===== src/rtl/smp_pkg.sv =====
// smp_pkg: shared types and constants for the substring match block.
// Holds the beat structs, the cell control struct and the register index codes.
// No dependencies.
package smp_pkg;

  localparam int unsigned BYTE_W    = 8;
  localparam int unsigned LEN_W     = 5;
  localparam int unsigned CFG_IDX_W = 8;
  localparam int unsigned CFG_DAT_W = 64;
  localparam int unsigned FIELD_W   = 16;
  localparam int unsigned PAT_BYTES = 16;

  localparam logic [BYTE_W-1:0] STRIP_BYTE = 8'hC3;

  typedef enum logic [CFG_IDX_W-1:0] {
    REG_PATTERN_LOW  = 8'd0,
    REG_PATTERN_HIGH = 8'd1,
    REG_PATTERN_LEN  = 8'd2,
    REG_STRIP_EN     = 8'd3
  } cfg_reg_t;

  typedef struct packed {
    logic [BYTE_W-1:0] text_byte;
    logic              final_byte;
  } in_beat_t;

  typedef struct packed {
    logic               match_found;
    logic [FIELD_W-1:0] match_start;
    logic [FIELD_W-1:0] match_end;
    logic               text_done;
    logic [FIELD_W-1:0] occurrence_total;
    logic               overflow_flag;
  } out_beat_t;

  typedef struct packed {
    logic shift;
    logic clear;
  } cell_ctl_t;

endpackage


===== src/rtl/smp_cell.sv =====
// smp_cell: one window cell; holds a kept text byte and its valid bit.
// Compares the byte it takes in against its aligned pattern byte.
// Depends on smp_pkg.
module smp_cell (
  input  logic                      clk,
  input  logic                      rst_n,
  input  smp_pkg::cell_ctl_t        ctl,
  input  logic [smp_pkg::BYTE_W-1:0] byte_in,
  input  logic                      valid_in,
  input  logic [smp_pkg::BYTE_W-1:0] pat_byte,
  output logic [smp_pkg::BYTE_W-1:0] byte_out,
  output logic                      valid_out,
  output logic                      eq
);

  logic [smp_pkg::BYTE_W-1:0] byte_r;
  logic                       valid_r;

  always_ff @(posedge clk) begin
    if (!rst_n) begin
      valid_r <= 1'b0;
    end else if (ctl.clear) begin
      valid_r <= 1'b0;
    end else if (ctl.shift) begin
      valid_r <= valid_in;
    end
  end

  always_ff @(posedge clk) begin
    if (ctl.shift) begin
      byte_r <= byte_in;
    end
  end

  assign byte_out  = byte_r;
  assign valid_out = valid_r;
  assign eq        = valid_in && (byte_in == pat_byte);

endmodule


===== src/rtl/smp_match.sv =====
// smp_match: chain of window cells and the parallel pattern compare.
// Aligns the pattern to the window and reduces the cell compares to one hit.
// Depends on smp_pkg and smp_cell.
module smp_match #(
  parameter int unsigned MAX_PATTERN = 16
) (
  input  logic                                           clk,
  input  logic                                           rst_n,
  input  smp_pkg::cell_ctl_t                             ctl,
  input  logic [smp_pkg::BYTE_W-1:0]                     new_byte,
  input  logic [smp_pkg::PAT_BYTES*smp_pkg::BYTE_W-1:0]  pat_vec,
  input  logic [smp_pkg::LEN_W-1:0]                      len,
  output logic                                           hit
);

  logic [smp_pkg::BYTE_W-1:0] byte_q  [MAX_PATTERN];
  logic                       valid_q [MAX_PATTERN];
  logic [smp_pkg::BYTE_W-1:0] aligned [MAX_PATTERN];
  logic [MAX_PATTERN-1:0]     eq;

  for (genvar j = 0; j < MAX_PATTERN; j++) begin : g_cell
    logic [smp_pkg::LEN_W-1:0] pidx;

    assign pidx       = len - 1'b1 - smp_pkg::LEN_W'(j);
    assign aligned[j] = pat_vec[pidx[3:0]*smp_pkg::BYTE_W +: smp_pkg::BYTE_W];

    if (j == 0) begin : g_head
      smp_cell u_cell (
        .clk       (clk),
        .rst_n     (rst_n),
        .ctl       (ctl),
        .byte_in   (new_byte),
        .valid_in  (1'b1),
        .pat_byte  (aligned[j]),
        .byte_out  (byte_q[j]),
        .valid_out (valid_q[j]),
        .eq        (eq[j])
      );
    end else begin : g_body
      smp_cell u_cell (
        .clk       (clk),
        .rst_n     (rst_n),
        .ctl       (ctl),
        .byte_in   (byte_q[j-1]),
        .valid_in  (valid_q[j-1]),
        .pat_byte  (aligned[j]),
        .byte_out  (byte_q[j]),
        .valid_out (valid_q[j]),
        .eq        (eq[j])
      );
    end
  end

  always_comb begin
    hit = (len != '0);
    for (int j = 0; j < MAX_PATTERN; j++) begin
      if (smp_pkg::LEN_W'(j) < len) begin
        hit = hit & eq[j];
      end
    end
  end

endmodule


===== src/rtl/substring_match_positions.sv =====
// substring_match_positions: top level of the streaming substring search.
// Holds configuration, position and count state, and the output register.
// Depends on smp_pkg and smp_match.
//
// Takes one text byte per clock and reports each leftmost, non-overlapping
// occurrence of a pattern of up to MAX_PATTERN bytes with its 1-based start
// and end positions in the text after 0xC3 bytes are dropped (when stripping
// is on), plus a closing beat with the running total on the final byte. Every
// byte shifts through a row of window cells that compare against the pattern
// in parallel, so a new byte is taken every cycle and a report it triggers is
// registered in the cycle after the byte is accepted; in_ready falls only
// while a result waits and out_ready is low. Positions and the count stop at
// 2^POSITION_BITS-1 and set overflow_flag. Write configuration only while the
// block is idle; it takes effect on the next byte.
module substring_match_positions #(
  parameter int unsigned MAX_PATTERN   = 16,
  parameter int unsigned POSITION_BITS = 16
) (
  input  logic                              clk,
  input  logic                              rst_n,
  input  logic                              in_valid,
  output logic                              in_ready,
  input  smp_pkg::in_beat_t                 in_data,
  output logic                              out_valid,
  input  logic                              out_ready,
  output smp_pkg::out_beat_t                out_data,
  input  logic                              cfg_valid,
  output logic                              cfg_ready,
  input  logic [smp_pkg::CFG_IDX_W-1:0]     cfg_index,
  input  logic [smp_pkg::CFG_DAT_W-1:0]     cfg_data
);

  localparam int unsigned BLK_W = (MAX_PATTERN > 1) ? $clog2(MAX_PATTERN) : 1;
  localparam logic [POSITION_BITS-1:0] POS_LIMIT = {POSITION_BITS{1'b1}};

  logic [smp_pkg::CFG_DAT_W-1:0] pat_low_r;
  logic [smp_pkg::CFG_DAT_W-1:0] pat_high_r;
  logic [smp_pkg::LEN_W-1:0]     len_cfg_r;
  logic                          strip_en_r;

  logic [POSITION_BITS-1:0] pos_r, pos_nxt;
  logic [POSITION_BITS-1:0] count_r, count_nxt;
  logic [BLK_W-1:0]         blk_r, blk_nxt;
  logic                     sat_r, sat_nxt;

  logic                     out_valid_r;
  smp_pkg::out_beat_t       out_data_r, out_data_nxt;

  logic                     in_accept;
  logic                     keep;
  logic                     hit;
  logic                     found;
  logic                     emit;
  logic [smp_pkg::LEN_W-1:0] len_use;
  logic [POSITION_BITS-1:0] len_ext;
  logic [POSITION_BITS-1:0] start_pos;
  smp_pkg::cell_ctl_t       cell_ctl;

  // configuration
  assign cfg_ready = 1'b1;

  always_ff @(posedge clk) begin
    if (!rst_n) begin
      pat_low_r  <= '0;
      pat_high_r <= '0;
      len_cfg_r  <= smp_pkg::LEN_W'(1);
      strip_en_r <= 1'b1;
    end else if (cfg_valid) begin
      unique case (cfg_index)
        smp_pkg::REG_PATTERN_LOW:  pat_low_r  <= cfg_data;
        smp_pkg::REG_PATTERN_HIGH: pat_high_r <= cfg_data;
        smp_pkg::REG_PATTERN_LEN:  len_cfg_r  <= cfg_data[smp_pkg::LEN_W-1:0];
        smp_pkg::REG_STRIP_EN:     strip_en_r <= cfg_data[0];
        default: ;
      endcase
    end
  end

  assign len_use = (len_cfg_r > smp_pkg::LEN_W'(MAX_PATTERN)) ?
                   smp_pkg::LEN_W'(MAX_PATTERN) : len_cfg_r;
  assign len_ext = POSITION_BITS'(len_use);

  // handshake
  assign in_ready  = !out_valid_r || out_ready;
  assign in_accept = in_valid && in_ready;
  assign keep      = !(strip_en_r && (in_data.text_byte == smp_pkg::STRIP_BYTE));

  assign cell_ctl.shift = in_accept && keep;
  assign cell_ctl.clear = in_accept && in_data.final_byte;

  smp_match #(
    .MAX_PATTERN (MAX_PATTERN)
  ) u_match (
    .clk      (clk),
    .rst_n    (rst_n),
    .ctl      (cell_ctl),
    .new_byte (in_data.text_byte),
    .pat_vec  ({pat_high_r, pat_low_r}),
    .len      (len_use),
    .hit      (hit)
  );

  always_comb begin
    pos_nxt   = pos_r;
    count_nxt = count_r;
    blk_nxt   = blk_r;
    sat_nxt   = sat_r;
    found     = 1'b0;
    if (keep) begin
      if (pos_r != POS_LIMIT) begin
        pos_nxt = pos_r + 1'b1;
      end else begin
        sat_nxt = 1'b1;
      end
      if (blk_r != '0) begin
        blk_nxt = blk_r - 1'b1;
      end else if (hit) begin
        found   = 1'b1;
        blk_nxt = BLK_W'(len_use - 1'b1);
        if (count_r != POS_LIMIT) begin
          count_nxt = count_r + 1'b1;
        end else begin
          sat_nxt = 1'b1;
        end
      end
    end
  end

  assign start_pos = (pos_nxt >= len_ext) ? (pos_nxt - len_ext + 1'b1) : '0;
  assign emit      = found || in_data.final_byte;

  always_comb begin
    out_data_nxt.match_found      = found;
    out_data_nxt.match_start      = found ? smp_pkg::FIELD_W'(start_pos) : '0;
    out_data_nxt.match_end        = found ? smp_pkg::FIELD_W'(pos_nxt) : '0;
    out_data_nxt.text_done        = in_data.final_byte;
    out_data_nxt.occurrence_total = smp_pkg::FIELD_W'(count_nxt);
    out_data_nxt.overflow_flag    = sat_nxt;
  end

  // text state; the final byte clears it
  always_ff @(posedge clk) begin
    if (!rst_n) begin
      pos_r   <= '0;
      count_r <= '0;
      blk_r   <= '0;
      sat_r   <= 1'b0;
    end else if (in_accept) begin
      if (in_data.final_byte) begin
        pos_r   <= '0;
        count_r <= '0;
        blk_r   <= '0;
        sat_r   <= 1'b0;
      end else begin
        pos_r   <= pos_nxt;
        count_r <= count_nxt;
        blk_r   <= blk_nxt;
        sat_r   <= sat_nxt;
      end
    end
  end

  // output register
  always_ff @(posedge clk) begin
    if (!rst_n) begin
      out_valid_r <= 1'b0;
    end else if (in_accept && emit) begin
      out_valid_r <= 1'b1;
    end else if (out_ready) begin
      out_valid_r <= 1'b0;
    end
  end

  always_ff @(posedge clk) begin
    if (in_accept && emit) begin
      out_data_r <= out_data_nxt;
    end
  end

  assign out_valid = out_valid_r;
  assign out_data  = out_data_r;

`ifndef SYNTH
  a_count_le_pos: assert property (@(posedge clk) disable iff (!rst_n)
    !sat_r |-> (count_r <= pos_r))
    else $error("match count ran ahead of text position");

  a_blocked_after_hit: assert property (@(posedge clk) disable iff (!rst_n)
    (in_accept && found && !in_data.final_byte) |=>
      (blk_r == BLK_W'($past(len_use) - 1'b1)))
    else $error("block counter not loaded after a match");

  a_no_hit_while_blocked: assert property (@(posedge clk) disable iff (!rst_n)
    (blk_r != '0) |-> !found)
    else $error("match reported inside a blocked span");

  a_clear_on_final: assert property (@(posedge clk) disable iff (!rst_n)
    (in_accept && in_data.final_byte) |=>
      (pos_r == '0 && count_r == '0 && blk_r == '0 && !sat_r))
    else $error("text state not cleared after final byte");
`endif

endmodule


===== config.mk =====
export PLATFORM = sky130hd
export DESIGN_NAME = substring_match_positions
export DESIGN_NICKNAME = d
export VERILOG_FILES = /design/src/rtl/smp_pkg.sv /design/src/rtl/smp_cell.sv /design/src/rtl/smp_match.sv /design/src/rtl/substring_match_positions.sv
export SDC_FILE = /design/constraint.sdc
export NUM_CORES = 1
export LEC_CHECK = 0
export ABC_AREA = 1
export BUFFER_PORTS_ARGS = -buffer_cell sky130_fd_sc_hd__buf_2
export CORE_MARGIN = 2
export CORE_UTILIZATION = 40
export DETAILED_ROUTE_END_ITERATION = 10
export MAX_ROUTING_LAYER = met4
export PLACE_DENSITY_LB_ADDON = 0.3
export SYNTH_ARGS = -nofsm -noshare
export SYNTH_HDL_FRONTEND = slang
export SYNTH_HIERARCHICAL = 1
export SYNTH_SLANG_ARGS = --single-unit

===== constraint.sdc =====
create_clock -name clk -period 25 [get_ports clk]
set_input_delay 1.25 -clock clk [delete_from_list [all_inputs] [get_ports clk]]
set_output_delay 1.25 -clock clk [all_outputs]
set_load 0.02 [all_outputs]

==> impl_metrics.toml, run 1 <==
[pwr]
p_per_area_nw_per_um2 = 50.5
ir_worst_vdd_v = 0.0000473
power_leakage_nw = 12.5

[clock_network]
cts_setup_buffers = 0
tritoncts = "done"
cts_sinks = 358
root_buffer = "clkbuf_16"
clk-insertion-delay-late_ns = 0.60
htree_num_levels = 2
clkTransAtPathRegs_ns = 0.06
cts_resized = 0
cts_hold_buf = 0
cts_max_path_buffers = 3
cts_buffers = 42

[synthesis]
synth_warnings = 6
synthCells = 3702
netlist_area_sq_um = 24200
synth.avg_cell_area_sq_um = 6.54

[critical_path]
rrSetupSlack_ns = 16.61
cp-end-kind = "flop"
r2r_cells = 29
crit_fanout = 64
required_ns = 25.26
cp_top_family = "buffers and inverters"
cp-start-kind = "flop"
r2r_start = "len_cfg_r[4]"
slowest_delay_ns = 0.82
critPathMostFrequentCell = "nand2_1"
arrival_ns = 8.65
r2r_end = "out_data[37]"
cp_num_buf_inv = 8
path_class = "flop to flop"
slowest_stage = "ha_1"
startpoint = "len_cfg_r[4]"

[global_route]
grt_pass1_vias = 21100
antenna_found_initial = 3
grt_pass1_wl_um = 130000
track_usage_pct = 28.1
grt_max_degree = 121
globalRouteOverflowTotal = 0

[detailed_routing]
routed_wl_um = 86400
via_per_inst = 5.23
vias = 23800
drt_iter0_drc = 2748
final_antenna_net_count = 0
remaining_drc_errors = 0
wl_per_cell_um = 19.0
first_pass_iters = 6

[timing]
grt_setup_unrepaired = "false"
slew_viol_final = 0
finClkSkew_ns = 0.0361
setup_viol = 0
fin_crit_ns = 8.39
max_slew_margin_pct = 14.4
timing.fmax_ghz = 0.119
fin_setup_tns_ns = 0
post-route-period-util_pct = 33.6
hold_viol = 0
worst_pin_slew_ns = 1.28

[finish]
final_design_area_no_fill_sq_um = 26800
final_common_cell = "nand2_1"
drive_above_1_share_pct = 10.0
nNetsFinal = 3865
stdcell_count = 4551
final_cell_mix = "nand2_1, inv_1, nand3_1"
areaGrowthSynthToFinish_pct = 10.6

[die]
initial_core_util_pct = 40.2
die_h_um = 250
die-area_sq_um = 62500
fp.dieW_um = 250
rows = 90
io_pins = 140
core_sq_um = 60100

[status]
outcome = "finished, final reports clean"

[placement]
gp_congestion = 1.01
place_inst = 4474
dpl_cell_area_sq_um = 25400
dp_hpwl_um = 67000
io_buffers = 138

[min_path]
hold_depth = 2
hold_end = "blk_r[1]"
hold_start = "blk_r[1]"
hold_path_class = "flop to flop"

[job]
maxCapViolCount = 0
-- worst max-delay path by stage --
stage	slack, ns	to	cells after the start
2_1_floorplan	17.18	out_data[0]	35
3_3_place_gp	16.89	out_data[37]	29
3_5_place_dp	16.80	out_data[37]	29
4_1_cts	16.79	out_data[39]	29
5_1_grt	15.96	out_data[39]	29
6_report	16.61	out_data[37]	29
-- metrics by stage --
stage / worst slack [ns] / utilization, % / hold slack (ns) / total power [mW]
2_1_floorplan: 17.18 / - / 0.440 / 0.714
3_3_place_gp: 16.89 / 42.2 / 0.452 / 0.749
3_5_place_dp: 16.80 / 42.2 / 0.457 / 0.750
4_1_cts: 16.79 / 44.5 / 0.467 / 1.36
5_1_grt: 15.96 / 44.5 / 0.479 / 1.40
6_report: 16.61 / 44.5 / 0.462 / 1.35
-- metal layers --
layer,GRT usage (%),up-vias,share of wire [%]
li1,-,11800,-
met1,38.4,10800,44
met2,42.6,1003,43
met3,3.34,156,8.2
met4,10.8,0,4.1
met5,-,-,0
-- state kept, by name, indices dropped and copies added, names as in the netlist, 4 cells and up --
register and cells:
u_match/g_cell.g_body.u_cell/valid_out 14, out_data 51, pos_r 16, u_match/g_cell.g_body.u_cell/byte_out 112
count_r 16, blk_r 4, u_match/g_cell.g_head.u_cell/byte_out 8, pat_high_r 64
len_cfg_r 5, pat_low_r 64
-- layout make-up --
| type | count | area, sq um |
|---|---|---|
| fillers | 6257 | 33400 |
| multi-input cells | 2718 | 12900 |
| flip-flops and latches | 358 | 8880 |
| inverters | 456 | 1730 |
| clock buffers | 57 | 1200 |
| well taps | 782 | 978 |
| repair buffers | 160 | 858 |
| clock inverters | 17 | 173 |
| diodes | 3 | 7.51 |
-- worst reg2reg max path: cells and delay by family (launching register included) --
family	cells	cell delay, ns
AND/OR/NAND/NOR	17	2.50
flip-flops	1	0.35
AO/OA/AOI/OAI	2	0.78
buffers and inverters	8	2.80
adder cells (fa/ha/maj)	2	1.57
-- power breakdown --
group          leakage, nW  internal [mW]  total, mW  switching (mW)
sequential            3.16          0.634      0.650          0.0152
clock                0.656          0.351      0.614           0.263
combinational         8.70         0.0268     0.0888          0.0620
total                 12.5           1.01       1.35           0.341
Power figures use the tool's default switching activity.
==> run 2, diff against run 1 <==
- clock period: 25 -> 8.01 ns (I/O delays scaled with it)
==> impl_metrics.toml, run 2 (same netlist as run 1, synthesis figures left out) <==
[global_route]
globalRouteOverflowTotal = 0
grt_pass1_wl_um = 128000
grt_pass1_vias = 21100
grt_max_degree = 218
antenna_found_initial = 3
track_usage_pct = 27.6

[critical_path]
cp-end-kind = "flop"
arrival_ns = 7.28
crit_fanout = 42
slowest_stage = "xnor2_2"
required_ns = 8.27
cp-start-kind = "flop"
critPathMostFrequentCell = "nand2_1"
cp_top_family = "simple AND/OR/NAND/NOR gates"
slowest_delay_ns = 0.64
cp_num_buf_inv = 8
path_class = "flop to flop"

[detailed_routing]
routed-wl-met2_um = 36100
drt_iter0_drc = 2890
vias = 23700
final_antenna_net_count = 0
routed_wl_um = 84800
first_pass_iters = 6
remaining_drc_errors = 0
via_per_inst = 5.21
wl_per_cell_um = 18.6
top_layer = "met4"
met1_length_um = 38200
wl_met3_um = 7100

[clock_network]
root_buffer = "clkbuf_16"
cts_resized = 0
clk-insertion-delay-late_ns = 0.59
cts_hold_buf = 0
cts_setup_buffers = 0
tritoncts = "done"
clkTransAtPathRegs_ns = 0.07
cts_max_path_buffers = 3
htree_num_levels = 2
cts_sinks = 358
cts_buffers = 42

[min_path]
hold_path_class = "input pin to flop"

[pwr]
p_sw_mw = 1.04
internal_power_mw = 3.21
power_leakage_nw = 12.6
comb_power_share_pct = 6.5
p_per_area_nw_per_um2 = 159
p_seq_share_pct = 47.6
p_clk_share_pct = 45.9
p_sw_share_pct = 24.5
ir_worst_vdd_v = 0.000127
finalPower_mw = 4.25

[timing]
post-route-period-util_pct = 87.6
max_slew_margin_pct = 32.7
timing.fmax_ghz = 0.142
slew_viol_final = 0
finClkSkew_ns = 0.0331
hold_viol = 0
grt_setup_unrepaired = "false"
hold_slack_ns = 0.0534
worst_pin_slew_ns = 1.01
fin_setup_tns_ns = 0
fin_ws_ns = 0.990
fin_crit_ns = 7.02
setup_viol = 0

[placement]
dp_hpwl_um = 64900
dpl_cell_area_sq_um = 25400
dp_slack_ns = 1.15
gp_congestion = 1.04
place_inst = 4474
io_buffers = 138

[die]
initial_core_util_pct = 40.2
fp.dieW_um = 250
core_sq_um = 60100
rows = 90
io_pins = 140
die-area_sq_um = 62500
die_h_um = 250

[finish]
areaGrowthSynthToFinish_pct = 10.8
final_cell_mix = "nand2_1, inv_1, nand3_1"
largest_reg_flops = 112
post-route-util_pct = 44.6
final_design_area_no_fill_sq_um = 26800
stdcell_count = 4554
final_common_cell = "nand2_1"
drive_above_1_share_pct = 10.1
nNetsFinal = 3865

[job]
maxCapViolCount = 0

[status]
outcome = "finished, final reports clean"
run 2: cell count changes in the layout (fill, tap and decap cells not counted), moves of 2 or more:
| cell | before | now |
|---|---|---|
| clkbuf_8 | 5 | 10 |
| buf_4 | 23 | 21 |
| buf_12 | 0 | 2 |
| clkinvlp_4 | 5 | 2 |
run 2: routing by layer:
metal | GRT usage (%) | vias to the layer above
met1 | 38.7 | 10800
met4 | 10.1 | 0
met2 | 40.3 | 973
met3 | 3.99 | 154
met5 | - | -
li1 | - | 11800
run 2: layout make-up:
cell class / instances / area (sq um)
fill: 6322 / 33300
multi-input combinational: 2718 / 12900
sequential: 358 / 8880
inverter: 456 / 1730
clock buffer: 62 / 1250
tap: 782 / 978
timing repair buffer: 160 / 883
clock inverter: 15 / 154
antenna: 3 / 7.51
run 2: final timing paths:
check | startpoint | cells past startpoint | slack, ns | endpoint
worst min-delay path | in_data[7] | 1 | 0.05 | u_match/g_cell[0].g_head.u_cell/byte_out[6]
worst min register to register | u_match/g_cell[9].g_body.u_cell/byte_out[6] | 0 | 0.47 | u_match/g_cell[10].g_body.u_cell/byte_out[6]
worst max-delay path | len_cfg_r[4] | 29 | 0.99 | out_data[39]
worst max register to register | len_cfg_r[4] | 29 | 0.99 | out_data[39]
run 2: power groups by stage:
stage	clock network, mW	logic, mW	registers, mW
6_report	1.95	0.278	2.02
5_1_grt	2.06	0.308	2.03
4_1_cts	1.98	0.277	2.02
3_5_place_dp	0	0.276	2.06
3_3_place_gp	0	0.276	2.06
2_1_floorplan	0	0.169	2.06
